===== src/rtl/adbh_pkg.sv =====
// Shared types and constants for the adaptive decade bandwidth histogram.
// Used by adaptive_decade_bandwidth_histogram_unit; depends on nothing else.
package adbh_pkg;

  localparam int COUNT_WIDTH_DEF        = 32;
  localparam int PACKET_BYTES_WIDTH_DEF = 16;

  localparam int ACTION_W = 2;
  localparam int RATE_W   = 40;
  localparam int SIZE_W   = 37;
  localparam int IDX_W    = 4;
  localparam int PCT_W    = 7;
  localparam int TOTAL_W  = 48;
  localparam int SEC_W    = 37;
  localparam int SHIFT_W  = 3;
  localparam int FIXED_W  = 3 * RATE_W + SIZE_W + IDX_W + PCT_W + TOTAL_W;

  localparam int NUM_BUCKETS = 10;

  localparam logic [IDX_W-1:0]   LAST_BUCKET = IDX_W'(NUM_BUCKETS - 1);
  localparam logic [RATE_W-1:0]  RATE_MAX    = 40'd999999999999;
  localparam logic [RATE_W-1:0]  MIN_RESET   = 40'd10000000000;
  localparam logic [SEC_W-1:0]   SEC_CAP     = 37'd124999999999;
  localparam logic [SIZE_W-1:0]  SIZE_RESET  = 37'd10;
  localparam logic [RATE_W-1:0]  THR_START   = 40'd100;
  localparam logic [SHIFT_W-1:0] SHIFT_TOP   = SHIFT_W'(PCT_W - 1);

  localparam logic [ACTION_W-1:0] ACT_PACKET = 2'd0;
  localparam logic [ACTION_W-1:0] ACT_DROP   = 2'd1;
  localparam logic [ACTION_W-1:0] ACT_TICK   = 2'd2;
  localparam logic [ACTION_W-1:0] ACT_REPORT = 2'd3;

  localparam logic KIND_TICK = 1'b0;
  localparam logic KIND_ROW  = 1'b1;

  typedef enum logic [3:0] {
    ST_IDLE,
    ST_RATE,
    ST_WIDTH,
    ST_FOLD,
    ST_INDEX,
    ST_COUNT,
    ST_TICK_OUT,
    ST_SUM,
    ST_DIV_LOAD,
    ST_DIV,
    ST_ROW_OUT
  } state_t;

endpackage


===== src/rtl/adaptive_decade_bandwidth_histogram_unit.sv =====
// Traffic statistics with an adaptive decade histogram of per-second bandwidth.
// Depends on adbh_pkg for types, codes and constants.
//
// Packet and drop items are taken in the idle state. A tick steps through the
// rate step, the decade search, a bucket fold when the bucket size grows, the
// bucket search, the count update and the emit step. A report is accepted, sums
// the buckets and then steps through each row (load, 7 restoring division steps,
// emit); with every count zero a row goes from load straight to emit. A full
// output register holds the sequence at its emit step. The decade search, the
// bucket search and the division share one compare-subtract unit, and the steps
// read the bucket array through one port, the fold also reading bucket 0;
// in_tready is low until the sequence ends. Results wait in an output
// register, so the next item is taken while the last result is still pending.
module adaptive_decade_bandwidth_histogram_unit #(
  parameter int COUNT_WIDTH        = adbh_pkg::COUNT_WIDTH_DEF,
  parameter int PACKET_BYTES_WIDTH = adbh_pkg::PACKET_BYTES_WIDTH_DEF,
  localparam int InDataW  = ((PACKET_BYTES_WIDTH + 7) / 8) * 8,
  localparam int OutDataW = ((adbh_pkg::FIXED_W + 3 * COUNT_WIDTH + 7) / 8) * 8
) (
  input  logic                            clk,
  input  logic                            rst_n,
  input  logic                            in_tvalid,
  output logic                            in_tready,
  // packet_bytes
  input  logic [InDataW-1:0]              in_tdata,
  // action
  input  logic [adbh_pkg::ACTION_W-1:0]   in_tuser,
  output logic                            out_tvalid,
  input  logic                            out_tready,
  // rate_bits, min_bits, max_bits, decade_size, bucket_index, bucket_percent,
  // bucket_count, packet_count, drop_count, total_bytes
  output logic [OutDataW-1:0]             out_tdata,
  // kind
  output logic                            out_tuser,
  output logic                            out_tlast
);

  import adbh_pkg::*;

  localparam int SumW    = COUNT_WIDTH + 4;
  localparam int RemW    = COUNT_WIDTH + 11;
  localparam int CmpW    = (RemW > RATE_W + 4) ? RemW : RATE_W + 4;
  localparam int PayW    = FIXED_W + 3 * COUNT_WIDTH;
  localparam logic [COUNT_WIDTH-1:0] CountMax = '1;
  localparam logic [SEC_W-1:0]       SecMax   = '1;
  localparam logic [TOTAL_W-1:0]     TotalMax = '1;

  state_t                 state_r, state_nxt;
  logic [COUNT_WIDTH-1:0] bucket_r [NUM_BUCKETS];
  logic [COUNT_WIDTH-1:0] bucket_nxt [NUM_BUCKETS];
  logic [SEC_W-1:0]       sec_r, sec_nxt;
  logic [SIZE_W-1:0]      bw_r, bw_nxt;
  logic [SIZE_W-1:0]      need_r, need_nxt;
  logic [RATE_W-1:0]      min_r, min_nxt;
  logic [RATE_W-1:0]      max_r, max_nxt;
  logic [RATE_W-1:0]      bits_r, bits_nxt;
  logic [RATE_W-1:0]      thr_r, thr_nxt;
  logic [COUNT_WIDTH-1:0] pkt_r, pkt_nxt;
  logic [COUNT_WIDTH-1:0] drop_r, drop_nxt;
  logic [TOTAL_W-1:0]     tbytes_r, tbytes_nxt;
  logic [CmpW-1:0]        rem_r, rem_nxt;
  logic [SumW-1:0]        sum_r, sum_nxt;
  logic [SHIFT_W-1:0]     shift_r, shift_nxt;
  logic [PCT_W-1:0]       quot_r, quot_nxt;
  logic [IDX_W-1:0]       ptr_r, ptr_nxt;
  logic                   ovalid_r, ovalid_nxt;
  logic [OutDataW-1:0]    odata_r, odata_nxt;
  logic                   okind_r, okind_nxt;
  logic                   olast_r, olast_nxt;

  logic [CmpW-1:0]        cmp_a, cmp_b, cmp_diff;
  logic                   cmp_ge;
  logic [COUNT_WIDTH-1:0] rd_cnt;
  logic [COUNT_WIDTH:0]   cnt_inc, cnt_fold;
  logic                   slot_free;
  logic [PACKET_BYTES_WIDTH-1:0] pkt_bytes;
  logic [SEC_W:0]         sec_sum;
  logic [TOTAL_W:0]       tbytes_sum;
  logic [RATE_W-1:0]      rate_calc;
  logic [CmpW-1:0]        cnt_ext;
  logic [PayW-1:0]        pay_tick, pay_row;

  assign in_tready  = (state_r == ST_IDLE);
  assign out_tvalid = ovalid_r;
  assign out_tdata  = odata_r;
  assign out_tuser  = okind_r;
  assign out_tlast  = olast_r;

  assign slot_free  = !ovalid_r || out_tready;
  assign rd_cnt     = bucket_r[ptr_r];
  assign cnt_inc    = {1'b0, rd_cnt} + (COUNT_WIDTH + 1)'(1);
  assign cnt_fold   = {1'b0, bucket_r[0]} + {1'b0, rd_cnt};
  assign pkt_bytes  = in_tdata[PACKET_BYTES_WIDTH-1:0];
  assign sec_sum    = {1'b0, sec_r} + (SEC_W + 1)'(pkt_bytes);
  assign tbytes_sum = {1'b0, tbytes_r} + (TOTAL_W + 1)'(pkt_bytes);
  assign rate_calc  = (sec_r > SEC_CAP) ? RATE_MAX : {sec_r, 3'b000};
  assign cnt_ext    = CmpW'(rd_cnt);

  assign cmp_ge   = (cmp_a >= cmp_b);
  assign cmp_diff = cmp_a - cmp_b;

  always_comb begin
    case (state_r)
      ST_WIDTH: begin
        cmp_a = CmpW'(bits_r);
        cmp_b = CmpW'(thr_r);
      end
      ST_INDEX: begin
        cmp_a = rem_r;
        cmp_b = CmpW'(bw_r);
      end
      ST_DIV: begin
        cmp_a = rem_r;
        cmp_b = CmpW'(sum_r) << shift_r;
      end
      default: begin
        cmp_a = '0;
        cmp_b = '0;
      end
    endcase
  end

  assign pay_tick = {tbytes_r, drop_r, pkt_r, rd_cnt, PCT_W'(0), ptr_r, bw_r,
                     max_r, min_r, bits_r};
  assign pay_row  = {tbytes_r, drop_r, pkt_r, rd_cnt, quot_r, ptr_r, bw_r,
                     max_r, min_r, RATE_W'(0)};

  always_comb begin
    state_nxt  = state_r;
    bucket_nxt = bucket_r;
    sec_nxt    = sec_r;
    bw_nxt     = bw_r;
    need_nxt   = need_r;
    min_nxt    = min_r;
    max_nxt    = max_r;
    bits_nxt   = bits_r;
    thr_nxt    = thr_r;
    pkt_nxt    = pkt_r;
    drop_nxt   = drop_r;
    tbytes_nxt = tbytes_r;
    rem_nxt    = rem_r;
    sum_nxt    = sum_r;
    shift_nxt  = shift_r;
    quot_nxt   = quot_r;
    ptr_nxt    = ptr_r;
    ovalid_nxt = ovalid_r && !out_tready;
    odata_nxt  = odata_r;
    okind_nxt  = okind_r;
    olast_nxt  = olast_r;

    case (state_r)
      ST_IDLE: begin
        if (in_tvalid) begin
          case (in_tuser)
            ACT_PACKET: begin
              pkt_nxt    = (pkt_r == CountMax) ? CountMax : pkt_r + COUNT_WIDTH'(1);
              sec_nxt    = sec_sum[SEC_W] ? SecMax : sec_sum[SEC_W-1:0];
              tbytes_nxt = tbytes_sum[TOTAL_W] ? TotalMax : tbytes_sum[TOTAL_W-1:0];
            end
            ACT_DROP: begin
              drop_nxt = (drop_r == CountMax) ? CountMax : drop_r + COUNT_WIDTH'(1);
            end
            ACT_TICK: begin
              state_nxt = ST_RATE;
            end
            ACT_REPORT: begin
              sum_nxt   = '0;
              ptr_nxt   = '0;
              state_nxt = ST_SUM;
            end
            default: begin
              state_nxt = ST_IDLE;
            end
          endcase
        end
      end
      ST_RATE: begin
        bits_nxt = rate_calc;
        if (rate_calc > max_r) max_nxt = rate_calc;
        if (rate_calc < min_r) min_nxt = rate_calc;
        need_nxt  = SIZE_RESET;
        thr_nxt   = THR_START;
        state_nxt = ST_WIDTH;
      end
      ST_WIDTH: begin
        if (cmp_ge) begin
          need_nxt = (need_r << 3) + (need_r << 1);
          thr_nxt  = (thr_r << 3) + (thr_r << 1);
        end else if (need_r > bw_r) begin
          bw_nxt    = need_r;
          ptr_nxt   = IDX_W'(1);
          state_nxt = ST_FOLD;
        end else begin
          rem_nxt   = CmpW'(bits_r);
          ptr_nxt   = '0;
          state_nxt = ST_INDEX;
        end
      end
      ST_FOLD: begin
        bucket_nxt[0]     = cnt_fold[COUNT_WIDTH] ? CountMax : cnt_fold[COUNT_WIDTH-1:0];
        bucket_nxt[ptr_r] = '0;
        if (ptr_r == LAST_BUCKET) begin
          rem_nxt   = CmpW'(bits_r);
          ptr_nxt   = '0;
          state_nxt = ST_INDEX;
        end else begin
          ptr_nxt = ptr_r + IDX_W'(1);
        end
      end
      ST_INDEX: begin
        if (ptr_r == LAST_BUCKET || !cmp_ge) begin
          state_nxt = ST_COUNT;
        end else begin
          rem_nxt = cmp_diff;
          ptr_nxt = ptr_r + IDX_W'(1);
        end
      end
      ST_COUNT: begin
        bucket_nxt[ptr_r] = cnt_inc[COUNT_WIDTH] ? CountMax : cnt_inc[COUNT_WIDTH-1:0];
        sec_nxt           = '0;
        state_nxt         = ST_TICK_OUT;
      end
      ST_TICK_OUT: begin
        if (slot_free) begin
          ovalid_nxt = 1'b1;
          odata_nxt  = '0;
          odata_nxt[PayW-1:0] = pay_tick;
          okind_nxt  = KIND_TICK;
          olast_nxt  = 1'b1;
          state_nxt  = ST_IDLE;
        end
      end
      ST_SUM: begin
        sum_nxt = sum_r + SumW'(rd_cnt);
        if (ptr_r == LAST_BUCKET) begin
          ptr_nxt   = '0;
          state_nxt = ST_DIV_LOAD;
        end else begin
          ptr_nxt = ptr_r + IDX_W'(1);
        end
      end
      ST_DIV_LOAD: begin
        rem_nxt   = (cnt_ext << 6) + (cnt_ext << 5) + (cnt_ext << 2);
        shift_nxt = SHIFT_TOP;
        quot_nxt  = '0;
        state_nxt = (sum_r == '0) ? ST_ROW_OUT : ST_DIV;
      end
      ST_DIV: begin
        if (cmp_ge) begin
          rem_nxt           = cmp_diff;
          quot_nxt[shift_r] = 1'b1;
        end
        if (shift_r == '0) begin
          state_nxt = ST_ROW_OUT;
        end else begin
          shift_nxt = shift_r - SHIFT_W'(1);
        end
      end
      ST_ROW_OUT: begin
        if (slot_free) begin
          ovalid_nxt = 1'b1;
          odata_nxt  = '0;
          odata_nxt[PayW-1:0] = pay_row;
          okind_nxt  = KIND_ROW;
          olast_nxt  = (ptr_r == LAST_BUCKET);
          if (ptr_r == LAST_BUCKET) begin
            state_nxt = ST_IDLE;
          end else begin
            ptr_nxt   = ptr_r + IDX_W'(1);
            state_nxt = ST_DIV_LOAD;
          end
        end
      end
      default: begin
        state_nxt = ST_IDLE;
      end
    endcase
  end

  always_ff @(posedge clk) begin
    if (!rst_n) begin
      state_r  <= ST_IDLE;
      for (int i = 0; i < NUM_BUCKETS; i++) bucket_r[i] <= '0;
      sec_r    <= '0;
      bw_r     <= SIZE_RESET;
      min_r    <= MIN_RESET;
      max_r    <= '0;
      pkt_r    <= '0;
      drop_r   <= '0;
      tbytes_r <= '0;
      ptr_r    <= '0;
      ovalid_r <= 1'b0;
    end else begin
      state_r  <= state_nxt;
      bucket_r <= bucket_nxt;
      sec_r    <= sec_nxt;
      bw_r     <= bw_nxt;
      min_r    <= min_nxt;
      max_r    <= max_nxt;
      pkt_r    <= pkt_nxt;
      drop_r   <= drop_nxt;
      tbytes_r <= tbytes_nxt;
      ptr_r    <= ptr_nxt;
      ovalid_r <= ovalid_nxt;
    end
  end

  always_ff @(posedge clk) begin
    need_r  <= need_nxt;
    bits_r  <= bits_nxt;
    thr_r   <= thr_nxt;
    rem_r   <= rem_nxt;
    sum_r   <= sum_nxt;
    shift_r <= shift_nxt;
    quot_r  <= quot_nxt;
    odata_r <= odata_nxt;
    okind_r <= okind_nxt;
    olast_r <= olast_nxt;
  end

endmodule


===== config.mk =====
export PLATFORM = sky130hd
export DESIGN_NAME = adaptive_decade_bandwidth_histogram_unit
export DESIGN_NICKNAME = d
export VERILOG_FILES = /design/src/rtl/adbh_pkg.sv /design/src/rtl/adaptive_decade_bandwidth_histogram_unit.sv
export SDC_FILE = /design/constraint.sdc
export NUM_CORES = 2
export LEC_CHECK = 0
export BUFFER_PORTS_ARGS = -buffer_cell sky130_fd_sc_hd__buf_2
export CELL_PAD_IN_SITES_DETAIL_PLACEMENT = 1
export CELL_PAD_IN_SITES_GLOBAL_PLACEMENT = 1
export CORE_MARGIN = 8
export CORE_UTILIZATION = 50
export CTS_CLUSTER_SIZE = 40
export DETAILED_ROUTE_END_ITERATION = 10
export PLACE_DENSITY = 0.91
export REMOVE_ABC_BUFFERS = 1
export SETUP_SLACK_MARGIN = 0.02
export SLEW_MARGIN = 20
export SYNTH_ARGS = -nofsm -noshare
export SYNTH_HDL_FRONTEND = slang
export SYNTH_SLANG_ARGS = --single-unit

===== constraint.sdc =====
create_clock -name clk -period 40.2 [get_ports clk]
set_input_delay 6.03 -clock clk [delete_from_list [all_inputs] [get_ports clk]]
set_output_delay 6.03 -clock clk [all_outputs]
set_load 0.01 [all_outputs]

==> impl_metrics.ini <==
[outcome]
status = complete, no violations

[worst_setup_path]
cp_data_required_time_ps = 40870
startpoint = in_tdata[0]
worstPathArrival_ps = 10060
worstSetupPathType = in2reg
cp-start-kind = primary input
rr_startpoint = ptr_r[3]
ff2ff_setup_slack_ps = 32990
cp-end-kind = flop
critPathMaxFanout = 27

[timing]
fmax_mhz = 107
setup_tns_ps = 0
rsz0062_at_grt = no
min_period_ps = 9390
maxSlewHeadroom_pct = 19.1
clock_skew_ps = 45.1
hold_viol_final = 0
setup_viol = 0
drv_slew = 0
fin_crit_sh_pct = 23.4
max_slew.worst_pin.slew_ps = 1210

[clocking]
clk_path_buf_depth = 3
postCtsResizedCells = 0
cts_hold_buf = 0
cts_num_sinks = 1097
post-cts-setup-buffers = 0
cts_tree = done
insertion_delay_ps = 760
cts_root_buffer = clkbuf_16
cts_buffers = 118
clk_pin_slew_ps = 70
h-tree-depth = 3

[finish]
nFillCells = 12800
area_delta_synth_final_pct = 11.9
fin_nets = 6567
drive_gt1_share_pct = 13.3
finalInstanceArea_um2 = 66800

[floorplanning]
dieArea_um2 = 131000
core_area_um2 = 118000
die_h_um = 361
pin_count = 338
rows = 126
initial_core_util_pct = 50.5
chipWidth_um = 361

[power]
internal_power_uw = 2640
total_leakage_power_uw = 0.0261
switching_share_pct = 38.9
seq_power_share_pct = 34.1
p_clk_share_pct = 26.8
irDropWorstVdd_uv = 51.1
p_per_area_nw_per_um2 = 64.6
p_sw_uw = 1680
p_comb_share_pct = 39.1

[synthesis]
ys_types = 105
ys_top_cells_by_area = edfxtp_1 (26%), dfxtp_1 (20%), ha_1 (8.2%)
synth_flop_cell = dfxtp_1
yosysSeqAreaShare_pct = 45.3
ys_top_cells_by_count = nor2_1 (640), dfxtp_1 (590), edfxtp_1 (507)
synth.most_common_cell = nor2_1
yosysTopAreaCell = edfxtp_1
yosys_warnings = 0
avgSynthCellArea_um2 = 10.1
async_reset_ff_share_pct = 0
synth_cells = 5914
synth_seq_cells = 1097
synth_edf_count = 507
synth.top_cell.area_share_pct = 25.5
synth_area_um2 = 59700

[grt]
grt_pass1_wl_mm = 329
grt.overflow.total = 0
grt_pass1_vias = 54400
use_met1_pct = 38.8
grt_max_degree = 146
busiest_layer = met2
grt_antenna_before_repair = 7
grtUsageMet2_pct = 52.2
track_usage_pct = 31.7
met3_usage_pct = 7.25

[place]
io_buffer_count = 336
place_area_um2 = 62700
dp_hpwl_mm = 142
place.gp.congestion = 0.906

[drt]
dr.pass1.iters = 8
drc = 0
wl_per_cell_um = 27.9
antenna_left = 0
viasPerCell = 6.69
first_iter_violations = 5667
vias = 51900
wirelength_mm = 216

[flow_run]
drv_cap = 0

[min_path]
min_path_type = reg2reg
min_from = min_r[11]
power by group through the flow:
stage,Clock [uW],Sequential [uW],Combinational [uW]
2_1_floorplan,0,1480,1170
3_3_place_gp,0,1480,1530
3_5_place_dp,0,1490,1610
4_1_cts,1160,1470,1650
5_1_grt,1200,1480,1820
6_report,1160,1470,1680
worst paths after layout:
path / cells after the start / end
worst max-delay path: 14 / tbytes_r[47]
worst min-delay path: 0 / out_tdata[51]
worst max register to register: 19 / rem_r[38]
worst min register to register: 0 / out_tdata[51]
sequential cells by signal (all words and copies together), names as in the netlist:
signal,cells
out_tvalid,1
bw_r,36
rem_r,44
drop_r,32
bucket_r,320
pkt_r,32
tbytes_r,48
need_r,36
out_tuser,1
state_r,4
thr_r,36
sec_r,37
out_tlast,1
ptr_r,4
sum_r,36
quot_r,7
shift_r,3
max_r,38
out_tdata,305
min_r,38
bits_r,38
placed cells by master, fill, tap and decap left out, types with 55 or more instances in the layout:
cell / instances
xnor2_1: 145
a21o_1: 151
nor3_1: 76
mux4_2: 86
a31oi_1: 60
nand3_1: 165
buf_2: 335
inv_1: 215
clkbuf_16: 120
buf_4: 78
xor2_1: 150
o21ai_0: 245
nand4_1: 70
a21oi_1: 357
edfxtp_1: 507
nand2b_1: 58
nor2b_1: 84
dfxtp_1: 587
mux2i_1: 133
nand2_1: 385
a22oi_1: 313
o21a_1: 55
ha_1: 391
nor2_1: 637
cell type report:
class                   count  area, um^2  share of cell area [%]
repair buffers            416        2310                    3.46
inverters                 220         833                    1.25
clock inverters            70         783                    1.17
flip-flops and latches   1097       27000                    40.5
multi-input cells        4265       30600                    45.8
diodes                      2        5.00                 0.00749
well taps                1536        1920                    2.88
clock buffers             153        3280                    4.91
per-stage QoR:
step	util, %	instances	worst slack (ps)	hold WS (ps)	total power (uW)
6_report	56.5	7759	30810	439	4310
5_1_grt	56.5	7758	30560	456	4500
4_1_cts	56.5	7756	30930	441	4280
3_5_place_dp	53.0	7533	30290	422	3100
3_3_place_gp	53.0	7533	30390	415	3000
2_1_floorplan	-	5582	19600	408	2640
metal layers:
metal  vias up  part of all wire (%)
met5         -                 0.024
met4         8                   5.6
met3       755                   9.5
met2      2846                    47
met1     26000                    38
li1      22300                     -
worst max-delay path, cell delays in order:
cell      delay [ps]
buf_2            110
ha_1             210
inv_1             80
fa_1             400
nor2b_1          120
o21ai_0          120
a21boi_0         190
o21ai_0          170
a211oi_1         400
o31ai_1          210
nor2_1           580
nand2_1          800
and4_1           490
nor3_1           140
logic make-up after synthesis:
logic type | after synthesis | share of synthesized area [%]
mux | 253 | 6.12
buf+inv | 552 | 3.65
compound gates | 1602 | 18.1
other cells | 1 | 0.00629
fa+ha+maj | 427 | 9.41
xor+xnor | 295 | 4.33
simple gates | 1687 | 13.0
flops | 1097 | 45.3
(Power assumes the default switching activity.)
